`config.mk`:
```
export PLATFORM = sky130hd
export DESIGN_NAME = modified_utf8_validator_flat
export DESIGN_NICKNAME = d
export VERILOG_FILES = /design/src/sv/umv_pkg.sv /design/src/sv/umv_in_if.sv /design/src/sv/umv_out_if.sv /design/src/sv/umv_step.sv /design/src/sv/modified_utf8_validator.sv /design/src/flat_wrapper.sv
export VERILOG_INCLUDE_DIRS = /design/src /design/src/sv
export SDC_FILE = /design/constraint.sdc
export NUM_CORES = 1
export LEC_CHECK = 0
export ABC_AREA = 1
export CAP_MARGIN = 10
export CORE_AREA = 2 2 102 104
export DETAILED_ROUTE_END_ITERATION = 12
export DIE_AREA = 0 0 104 106
export DONT_BUFFER_PORTS = 1
export PLACE_DENSITY = 0.86
export SYNTH_ARGS = -nofsm -noshare
export SYNTH_HDL_FRONTEND = slang
export SYNTH_SLANG_ARGS = --single-unit
export TNS_END_PERCENT = 20
```
`constraint.sdc`:
```
create_clock -name clk_i -period 5.7 [get_ports clk_i]
set_clock_uncertainty 0.1 [all_clocks]
set_input_delay 0.285 -clock clk_i [delete_from_list [all_inputs] [get_ports clk_i]]
set_output_delay 0.285 -clock clk_i [all_outputs]
set_load 0.01 [all_outputs]
```
`src/sv/modified_utf8_validator_defines.svh`:
```
// ----------------------------------------------------------------------------
// Assertion macros for the modified UTF-8 validator
// Concurrent checks that compile away when SYNTH is defined.
// ----------------------------------------------------------------------------
`ifndef MODIFIED_UTF8_VALIDATOR_DEFINES_SVH
`define MODIFIED_UTF8_VALIDATOR_DEFINES_SVH

`ifndef SYNTH

// Check that cond never holds outside reset.
`define UMV_ASSERT_NEVER(label, clk, rst_n, cond) \
  label: assert property (@(posedge clk) disable iff (!rst_n) !(cond)) \
    else $error("assertion failed");

// Check that ante implies cons in the same cycle.
`define UMV_ASSERT_IMP(label, clk, rst_n, ante, cons) \
  label: assert property (@(posedge clk) disable iff (!rst_n) (ante) |-> (cons)) \
    else $error("assertion failed");

// Check that ante implies cons in the next cycle.
`define UMV_ASSERT_NEXT(label, clk, rst_n, ante, cons) \
  label: assert property (@(posedge clk) disable iff (!rst_n) (ante) |=> (cons)) \
    else $error("assertion failed");

`else

`define UMV_ASSERT_NEVER(label, clk, rst_n, cond)
`define UMV_ASSERT_IMP(label, clk, rst_n, ante, cons)
`define UMV_ASSERT_NEXT(label, clk, rst_n, ante, cons)

`endif

`endif

```
`src/sv/umv_pkg.sv`:
```
// ----------------------------------------------------------------------------
// umv_pkg
// Types and constants shared by the modified UTF-8 validator files.
// ----------------------------------------------------------------------------
package umv_pkg;

  // continuation bytes look like 10xxxxxx
  localparam logic [7:0] ContMask = 8'hc0;
  localparam logic [7:0] ContTag  = 8'h80;

  // high nibble of a three-byte lead
  localparam logic [3:0] Lead3Nibble = 4'he;
  // high three bits of a two-byte lead
  localparam logic [2:0] Lead2Bits   = 3'b110;

  typedef enum logic [1:0] {
    STATUS_CLEAN         = 2'd0,
    STATUS_ILLEGAL_START = 2'd1,
    STATUS_BAD_CONT      = 2'd2
  } status_e;

  typedef struct packed {
    logic [7:0] out_byte;
    logic       is_end;
    status_e    end_status;
  } result_t;

  // results caused by one input byte, lowest index first
  typedef struct packed {
    logic [1:0]       count;
    result_t [2:0]    res;
  } step_out_t;

  typedef struct packed {
    logic [1:0] need_count;
    logic [1:0] held_count;
    logic       discarding;
  } step_state_t;

endpackage

```
`src/sv/umv_in_if.sv`:
```
// ----------------------------------------------------------------------------
// umv_in_if
// Byte request channel into the validator.
// ----------------------------------------------------------------------------
interface umv_in_if;
  logic       valid;
  logic       ready;
  logic [7:0] data_byte;

  modport source (output valid, output data_byte, input ready);
  modport sink   (input valid, input data_byte, output ready);
endinterface

```
`src/sv/umv_out_if.sv`:
```
// ----------------------------------------------------------------------------
// umv_out_if
// Result request channel out of the validator.
// ----------------------------------------------------------------------------
interface umv_out_if;
  logic       valid;
  logic       ready;
  logic [7:0] out_byte;
  logic       is_end;
  logic [1:0] end_status;

  modport source (output valid, output out_byte, output is_end, output end_status,
                  input ready);
  modport sink   (input valid, input out_byte, input is_end, input end_status,
                  output ready);
endinterface

```
`src/sv/umv_step.sv`:
```
// ----------------------------------------------------------------------------
// umv_step
// Character state and decode: one byte in, zero to three results out.
// ----------------------------------------------------------------------------
module umv_step
  import umv_pkg::*;
(
  input  logic        clk_i,
  input  logic        rst_ni,
  input  logic        en_i,
  input  logic [7:0]  byte_i,
  output step_out_t   push_o,
  output step_state_t state_o
);

  logic [1:0] need_q, need_d;
  logic [1:0] held_cnt_q, held_cnt_d;
  logic       disc_q, disc_d;
  logic [7:0] held_q [2];
  logic [7:0] held_d [2];
  logic       is_cont;

  assign is_cont = (byte_i & ContMask) == ContTag;

  always_comb begin
    need_d     = need_q;
    held_cnt_d = held_cnt_q;
    disc_d     = disc_q;
    held_d[0]  = held_q[0];
    held_d[1]  = held_q[1];
    push_o     = '0;
    if (en_i) begin
      priority if (disc_q) begin
        if (byte_i == 8'h00) disc_d = 1'b0;
      end else if (need_q != 2'd0) begin
        priority if (!is_cont) begin
          // drop the whole pending character
          need_d                   = 2'd0;
          held_cnt_d               = 2'd0;
          push_o.count             = 2'd1;
          push_o.res[0].is_end     = 1'b1;
          push_o.res[0].end_status = STATUS_BAD_CONT;
          disc_d                   = byte_i != 8'h00;
        end else if (need_q == 2'd2) begin
          held_d[1]  = byte_i;
          held_cnt_d = 2'd2;
          need_d     = 2'd1;
        end else begin
          // release the character, lead byte first
          push_o.res[0].out_byte = held_q[0];
          if (held_cnt_q == 2'd2) begin
            push_o.res[1].out_byte = held_q[1];
            push_o.res[2].out_byte = byte_i;
          end else begin
            push_o.res[1].out_byte = byte_i;
          end
          push_o.count = held_cnt_q + 2'd1;
          need_d       = 2'd0;
          held_cnt_d   = 2'd0;
        end
      end else if (byte_i == 8'h00) begin
        push_o.count             = 2'd1;
        push_o.res[0].is_end     = 1'b1;
        push_o.res[0].end_status = STATUS_CLEAN;
      end else if (!byte_i[7]) begin
        push_o.count           = 2'd1;
        push_o.res[0].out_byte = byte_i;
      end else if (byte_i[7:5] == Lead2Bits) begin
        held_d[0]  = byte_i;
        held_cnt_d = 2'd1;
        need_d     = 2'd1;
      end else if (byte_i[7:4] == Lead3Nibble) begin
        held_d[0]  = byte_i;
        held_cnt_d = 2'd1;
        need_d     = 2'd2;
      end else begin
        push_o.count             = 2'd1;
        push_o.res[0].is_end     = 1'b1;
        push_o.res[0].end_status = STATUS_ILLEGAL_START;
        disc_d                   = 1'b1;
      end
    end
  end

  always_ff @(posedge clk_i or negedge rst_ni) begin
    if (!rst_ni) begin
      need_q     <= 2'd0;
      held_cnt_q <= 2'd0;
      disc_q     <= 1'b0;
    end else begin
      need_q     <= need_d;
      held_cnt_q <= held_cnt_d;
      disc_q     <= disc_d;
    end
  end

  // held bytes are only read below the held count
  always_ff @(posedge clk_i) begin
    held_q[0] <= held_d[0];
    held_q[1] <= held_d[1];
  end

  assign state_o.need_count = need_q;
  assign state_o.held_count = held_cnt_q;
  assign state_o.discarding = disc_q;

endmodule

```
`src/sv/modified_utf8_validator.sv`:
```
// ----------------------------------------------------------------------------
// modified_utf8_validator
// Validates zero-terminated modified UTF-8 strings, truncating at a bad char.
// ----------------------------------------------------------------------------
// Usage:
//   in_i carries one byte per request; a zero byte ends a string. out_o
//   carries the kept bytes of each string followed by one end marker whose
//   end_status tells clean end, illegal start byte or bad continuation.
//   After a bad character the rest of the string through its zero byte is
//   dropped with no results.
// Data path and throughput:
//   A byte is held in the input register, is decoded and its 0 to 3
//   results enter an output queue of QueueDepth entries; the first result is
//   valid once it is written into the queue. A byte is taken every cycle
//   while the queue holds at most QueueDepth-3 results. With a consumer that
//   takes one result per cycle the queue never holds more than three, since
//   every release is preceded by a lead byte that gives no result, so the
//   default depth of six accepts one byte per cycle with no stall.
// Reset:
//   Clears the character state, the input register and the queue.
// Stall:
//   When out_o.ready is low results wait in the queue; once it fills past
//   QueueDepth-3 the input register holds and in_i.ready drops.
// ----------------------------------------------------------------------------
`include "modified_utf8_validator_defines.svh"

module modified_utf8_validator
  import umv_pkg::*;
#(
  parameter int unsigned QueueDepth = 6  // 3 and up
) (
  input  logic       clk_i,
  input  logic       rst_ni,
  umv_in_if.sink     in_i,
  umv_out_if.source  out_o
);

  localparam int unsigned PtrW = $clog2(QueueDepth);
  localparam int unsigned CntW = $clog2(QueueDepth + 1);

  function automatic logic [PtrW-1:0] wrap(input logic [PtrW:0] s);
    logic [PtrW:0] r;
    r = s;
    if (s >= (PtrW+1)'(QueueDepth)) r = s - (PtrW+1)'(QueueDepth);
    return r[PtrW-1:0];
  endfunction

  logic            in_vld_q;
  logic [7:0]      in_byte_q;
  logic            advance;
  logic            pop;
  step_out_t       push;
  step_state_t     st;

  result_t         mem_q [QueueDepth];
  logic [PtrW-1:0] wr_ptr_q, rd_ptr_q;
  logic [CntW-1:0] count_q, count_d;
  logic [PtrW-1:0] wr_idx [3];

  // ---------------- input register ----------------
  assign advance    = in_vld_q && (count_q <= CntW'(QueueDepth - 3));
  assign in_i.ready = !in_vld_q || advance;

  always_ff @(posedge clk_i or negedge rst_ni) begin
    if (!rst_ni) begin
      in_vld_q <= 1'b0;
    end else if (in_i.ready) begin
      in_vld_q <= in_i.valid;
    end
  end

  always_ff @(posedge clk_i) begin
    if (in_i.ready && in_i.valid) in_byte_q <= in_i.data_byte;
  end

  // ---------------- decode ----------------
  umv_step u_step (
    .clk_i   (clk_i),
    .rst_ni  (rst_ni),
    .en_i    (advance),
    .byte_i  (in_byte_q),
    .push_o  (push),
    .state_o (st)
  );

  // ---------------- result queue ----------------
  assign pop = out_o.valid && out_o.ready;

  always_comb begin
    for (int k = 0; k < 3; k++) begin
      wr_idx[k] = wrap({1'b0, wr_ptr_q} + (PtrW+1)'(k));
    end
  end

  always_ff @(posedge clk_i) begin
    for (int k = 0; k < 3; k++) begin
      if (2'(k) < push.count) mem_q[wr_idx[k]] <= push.res[k];
    end
  end

  assign count_d = count_q + CntW'(push.count) - CntW'(pop);

  always_ff @(posedge clk_i or negedge rst_ni) begin
    if (!rst_ni) begin
      wr_ptr_q <= '0;
      rd_ptr_q <= '0;
      count_q  <= '0;
    end else begin
      wr_ptr_q <= wrap({1'b0, wr_ptr_q} + (PtrW+1)'(push.count));
      if (pop) rd_ptr_q <= wrap({1'b0, rd_ptr_q} + (PtrW+1)'(1));
      count_q  <= count_d;
    end
  end

  assign out_o.valid      = count_q != '0;
  assign out_o.out_byte   = mem_q[rd_ptr_q].out_byte;
  assign out_o.is_end     = mem_q[rd_ptr_q].is_end;
  assign out_o.end_status = mem_q[rd_ptr_q].end_status;

  // ---------------- assertions ----------------
  `UMV_ASSERT_NEVER(a_queue_bound, clk_i, rst_ni, count_q > CntW'(QueueDepth))
  `UMV_ASSERT_NEXT(a_count_track, clk_i, rst_ni, !pop,
                   count_q == $past(count_q) + CntW'($past(push.count)))
  `UMV_ASSERT_IMP(a_discard_idle, clk_i, rst_ni, st.discarding,
                  st.need_count == 2'd0 && st.held_count == 2'd0)
  `UMV_ASSERT_IMP(a_pending_held, clk_i, rst_ni, st.need_count != 2'd0,
                  st.held_count != 2'd0)

endmodule
```
`src/flat_wrapper.sv`:
```
// flat-port wrapper written by rule: the top's interface ports become plain ports
module modified_utf8_validator_flat import umv_pkg::*;
#(
  parameter int unsigned QueueDepth = 6             
)
  (clk_i, rst_ni, in_i_valid, in_i_data_byte, in_i_ready, out_o_valid, out_o_out_byte, out_o_is_end, out_o_end_status, out_o_ready);
  umv_in_if in_i_i ();
  umv_out_if out_o_i ();
  input  logic clk_i;
  input  logic rst_ni;
  input wire logic [$bits(in_i_i.valid)-1:0] in_i_valid;
  input wire logic [$bits(in_i_i.data_byte)-1:0] in_i_data_byte;
  output wire logic [$bits(in_i_i.ready)-1:0] in_i_ready;
  output wire logic [$bits(out_o_i.valid)-1:0] out_o_valid;
  output wire logic [$bits(out_o_i.out_byte)-1:0] out_o_out_byte;
  output wire logic [$bits(out_o_i.is_end)-1:0] out_o_is_end;
  output wire logic [$bits(out_o_i.end_status)-1:0] out_o_end_status;
  input wire logic [$bits(out_o_i.ready)-1:0] out_o_ready;
  assign in_i_i.valid = in_i_valid;
  assign in_i_i.data_byte = in_i_data_byte;
  assign in_i_ready = in_i_i.ready;
  assign out_o_valid = out_o_i.valid;
  assign out_o_out_byte = out_o_i.out_byte;
  assign out_o_is_end = out_o_i.is_end;
  assign out_o_end_status = out_o_i.end_status;
  assign out_o_i.ready = out_o_ready;
  modified_utf8_validator #(.QueueDepth(QueueDepth)) u_core (.clk_i(clk_i), .rst_ni(rst_ni), .in_i(in_i_i), .out_o(out_o_i));
endmodule
```
* Word-level counts from Yosys, hierarchy flattened
Memory sizes are Yosys's and may differ from the RTL's.
Cells that the tools add are included.
Widths: inputs -> output; s select.
** Word-level totals
- Bits in registers :: 23
- RAM bits :: 82
- Output and inout port bits :: 13
- Logic and storage cells :: 123
- Memories kept :: 2
** Cells by class
- Add/sub/neg operators :: 12
- $lt $le $gt $ge :: 9
- Equal/unequal tests :: 6
- Mux-type cells :: 73
- Bitwise gates (word level) :: 1
- Reduce and logical (&&, ||, !) cells :: 12
** Memories
- u_core.mem_q :: depth 6, bits a word 11, rd ports 1, clocked after Yosys merged registers in 0, write ports 3, line modified_utf8_validator.sv:55 : result_t mem_q [QueueDepth];
- u_core.u_step.held_q :: depth 2, bits a word 8, rd ports 2, clocked after Yosys merged registers in 0, write ports 2, line umv_step.sv:19 : logic [7:0] held_q [2];
** Operators by type and width (number)
- $mux 8 :: 20
- $mux 11 :: 3
- $mux 16 :: 2
- $mux 10 :: 3
- $mux 3 :: 10
- $mux 2 :: 14
- $mux 1 :: 20
- $ge 4x3->1 const B :: 4
- $sub 3x3->3 const B :: 5
- $add 3x1->4 const B :: 2
- $logic_not 8->1 :: 1
- $reduce_bool 8->1 :: 1
- $mux 7 :: 1
- $eq 2x2->1 const B :: 3
- $reduce_bool 3->1 :: 2
- $reduce_and 5->1 :: 1
- $add 3x2->4 :: 1
- $add 3x2->4 const B :: 1
- $eq 4x4->1 const B :: 1
- $lt 1x2->1 const A :: 2
- $reduce_bool 2->1 :: 2
- $add 3x2->3 :: 1
- $eq 3x3->1 const B :: 1
- $ge 3x3->1 const B :: 1
- 9 further kinds :: 11

* Depth between registers and ports, before layout
- Word-level depth :: 11
- Mapped depth :: 14
- Depth with buffers taken out :: 14

* Hierarchy
A second synthesis with hierarchy kept.
** Unflattened totals
- Cells, all modules :: 867
- Area total of the unflattened synthesis :: 6817.8 um^2
** By module, submodules not included
- modified_utf8_validator :: instances 1, cells an instance 697, area each 5496.5 um^2, seq. area each 2472.4 um^2
- umv_step :: instances 1, cells an instance 170, area each 1321.3 um^2, seq. area each 575.6 um^2

* Least setup slack after synthesis
OpenSTA, ideal clock, no wires.
- Path kind :: flip-flop to flip-flop
- From :: register u_core.count_q[2]
- To :: register u_core.count_q[2]
- Data arrival time :: 2.107 ns
- Required time :: 5.521 ns
- Slack :: 3.414 ns
- Stages on the path, launching flop included :: 13
- Buffers on the path :: 0
- Clock period less this slack :: 2.286 ns
- Cell sequence :: dfrtp_1 inv_2 nand2_2 nor2_8 nand2_1 nand2_2 nand2_4 ha_1 inv_1 ha_1 fa_1 xnor2_1 xor2_1
** On the way
- Cells in the longest elaborated chain, start to end :: 5
** Ends and longest elaborated chain
- start: declaration :: line modified_utf8_validator.sv:57 : logic [CntW-1:0] count_q, count_d;
- start signal: assignment :: line modified_utf8_validator.sv:111 : count_q <= count_d;
- $le 3x2->1 :: line modified_utf8_validator.sv:61 : assign advance = in_vld_q && (count_q <= CntW'(QueueDepth - 3));
- $logic_and 1x1->1 :: line modified_utf8_validator.sv:61
- $mux 10 :: line umv_step.sv:32 : if (en_i) begin
- $add 3x2->3 :: line modified_utf8_validator.sv:101 : assign count_d = count_q + CntW'(push.count) - CntW'(pop);
- $sub 3x1->3 (*) :: line modified_utf8_validator.sv:101
- net u_core.count_d[2] :: line modified_utf8_validator.sv:57
Mark *: on every way through the listed nets, which the timed path passes. The rest lies on a longest branch.
A chain may end at the register's enable or synchronous reset.

==> metrics.yaml <==
status: "finished, final reports clean"
worst_slew_pin_slew_ns: 1.04
synth_cells: 807
synth_edf_count: 71
cp.arrival_ns: 3.20
ys.flop_type: "edfxtp_1"
max-slew-margin-rel_pct: 30.3
power_density_nw_per_um2: 384
synth_area_um2: 6280
cts.clk_slew.worst_paths_ns: 0.09
critPathLaunchType: "register"
async_flop_share_pct: 14.4
rsz0062_at_grt: "no"
io_pins: 25
crit_slowest_cell: "nand2_2"
peakVddDrop_mv: 0.295
syn_nets: 835
avgSynthCellArea_um2: 7.78
gp_congestion: 0.990
power.total_uw: 2530
cts_tree: "yes"
p_leak_uw: 0.00300
ys_ff_latch: 104
grtUsageTotal_pct: 33.2
cpPeakStageDelay_ns: 0.68
period_minus_slack_ns: 3.24
initial_core_util_pct: 62.8
root_buffer: "clkbuf_8"
synth_top_area_share_pct: 34.0
cts_max_level: 3
critPathRequiredTime_ns: 5.66
grt_pass1_vias: 5475
grt_max_degree: 48
timing.critical_path.cells: "inv_1 > nand3_2 > nor2_4 > nand2_4 > nand2_2 > nand2_1 > nand3_1"
antenna_found_initial: 0
port_buffers: 0
cts_made_buffers: 9
maxSlewViolCount: 0
place_hpwl_um: 12800
fin_crit_sh_pct: 56.8
post_cts_buffers: 0
drtPass1Iterations: 7
rows: 37
fin_setup_tns_ns: 0
n_antenna_cell: 0
syn2layout_area_growth_pct: 5.02
synth_top_area_cell: "edfxtp_1"
vias: 5701
drc: 0
drtAntennaViolNets: 0
crit_type: "register to register"
dieArea_um2: 11000
finalHoldViolations: 0
whs_ns: 0.0347
critPathMaxFanout: 47
finalWirelength_um: 17400
grt_pass1_wl_um: 28100
coreArea_um2: 10000
wl_per_cell_um: 18.6
yosysWarningCount: 0
cts.sinks: 104
die_w_um: 104
nets: 823
drt_iter0_drc: 778
clk_path_buf_depth: 2
die_h_um: 106
crit_path_end_kind: "register"
vias_per_cell: 6.09
setup_viol: 0
layout_common_cells: "238 x nand2_1, 93 x nor2_1, 88 x nand3_1, 71 x edfxtp_1, 65 x inv_1"
path_buf_inv: 1
grt-ovfl-total: 0
synth.area.top_cells: "edfxtp_1 34%, nand2_1 14%, nand3_1 7.0%"
worst_path_dominant_cell_family: "simple AND/OR/NAND/NOR gates"
hp-class: "input port to register"
cts_repair_resize_count: 0
mostFrequentLayoutCell: "nand2_1"
fmax_mhz: 309
synth.yosys.seq_area_share_pct: 45.7
layout-drive-gt1-share_pct: 6.63
max-cap-violations: 0
synth_cell_types: 39
insertion_delay_ns: 0.38
final.fill_count: 859
[Yosys cell counts, types with 4 or more instances]
library cell	instances
nand2_1	238
nor2_4	4
a32o_1	11
o21ai_1	6
dfxtp_1	18
buf_4	5
o22ai_1	13
edfxtp_1	71
buf_2	10
o21ai_0	31
a31oi_1	7
ha_1	14
nand3_1	88
dfrtp_1	15
nor3_1	6
nor2_2	4
nand2_2	9
xnor2_1	4
nand3_2	4
inv_2	7
nand4_1	6
a21oi_1	40
clkbuf_1	14
inv_1	65
buf_6	5
nor2_1	93
[kinds of logic (layout without fill, tap and decap cells)]
group / Yosys count / count (layout) / synth area share (%)
fa+ha+maj: 16 / 16 / 3.43
buf+inv: 109 / 102 / 7.62
xor+xnor: 6 / 6 / 0.837
flops: 104 / 104 / 45.7
compound gates: 110 / 110 / 10.1
simple gates: 462 / 462 / 32.3
[area by class of cell]
cell class / count / area [um2] / share of cell area, %
multi-input combinational: 594 / 2930 / 44.5
tap: 136 / 170 / 2.58
sequential: 104 / 2870 / 43.5
timing repair buffer: 12 / 115 / 1.75
clock inverter: 5 / 77.6 / 1.18
inverter: 74 / 278 / 4.21
clock buffer: 11 / 153 / 2.32
[registers in the layout (all words and copies together) (netlist names)]
| register | cells |
|---|---|
| u_core.in_vld_q | 1 |
| u_core.mem_q | 66 |
| u_core.u_step.held_cnt_q | 2 |
| u_core.u_step.held_q | 15 |
| u_core.u_step.need_q | 2 |
| u_core.in_byte_q | 8 |
| u_core.wr_ptr_q | 3 |
| u_core.rd_ptr_q | 3 |
| u_core.u_step.disc_q | 1 |
| u_core.count_q | 3 |
[power by group]
| part | switching (uW) | leakage [uW] | total [uW] | internal, uW |
|---|---|---|---|---|
| sequential | 105 | 0.00101 | 1010 | 909 |
| combinational | 696 | 0.00188 | 990 | 294 |
| clock | 255 | 0.000114 | 527 | 273 |
[worst paths after layout]
kind                                                 startpoint                                      end  slack, ns  cells after the start
max in group asynchronous                                rst_ni      u_core.u_step.need_q[0]$_DFFE_PN0P_       4.77                      1
worst max-delay path              u_core.in_byte_q[6]$_DFFE_PP_             u_core.mem_q[1][3]$_DFFE_PP_       2.46                      7
worst min register to register  u_core.mem_q[0][1]$_SDFFE_PP0P_          u_core.mem_q[0][1]$_SDFFE_PP0P_       0.37                      2
min in group asynchronous                                rst_ni  u_core.u_step.held_cnt_q[1]$_DFFE_PN0P_       0.28                      1
worst min-delay path                                out_o_ready           u_core.rd_ptr_q[0]$_DFFE_PN0P_       0.03                      2
worst max register to register    u_core.in_byte_q[6]$_DFFE_PP_             u_core.mem_q[1][3]$_DFFE_PP_       2.46                      7
[through the flow]
stage          worst slack (ns)  area, um2  std cells  utilization [%]
6_report                   2.46       6590        936             65.9
5_1_grt                    2.21       6590        936             65.9
4_1_cts                    2.54       6590        936             65.9
3_5_place_dp               2.57       6260        910             62.6
3_3_place_gp               2.71       6260        910             62.6
2_1_floorplan              3.41       6280        807                -
[layer usage]
metal  track usage [%]  part of all wire [%]  vias to the layer above
met5                 0                     0                        -
met4              16.0                   4.4                        0
met3              5.27                   9.3                       66
met2              56.1                    48                      298
met1              41.8                    38                     2677
li1                  -                     -                     2660
[repair_timing]
| action | in CTS | in global routing |
|---|---|---|
| hold buffers | 10 | 0 |
| endpoints found under the hold margin | 24 | 0 |
| setup endpoints to repair | 0 | 0 |
Power figures use the tool's default switching activity.
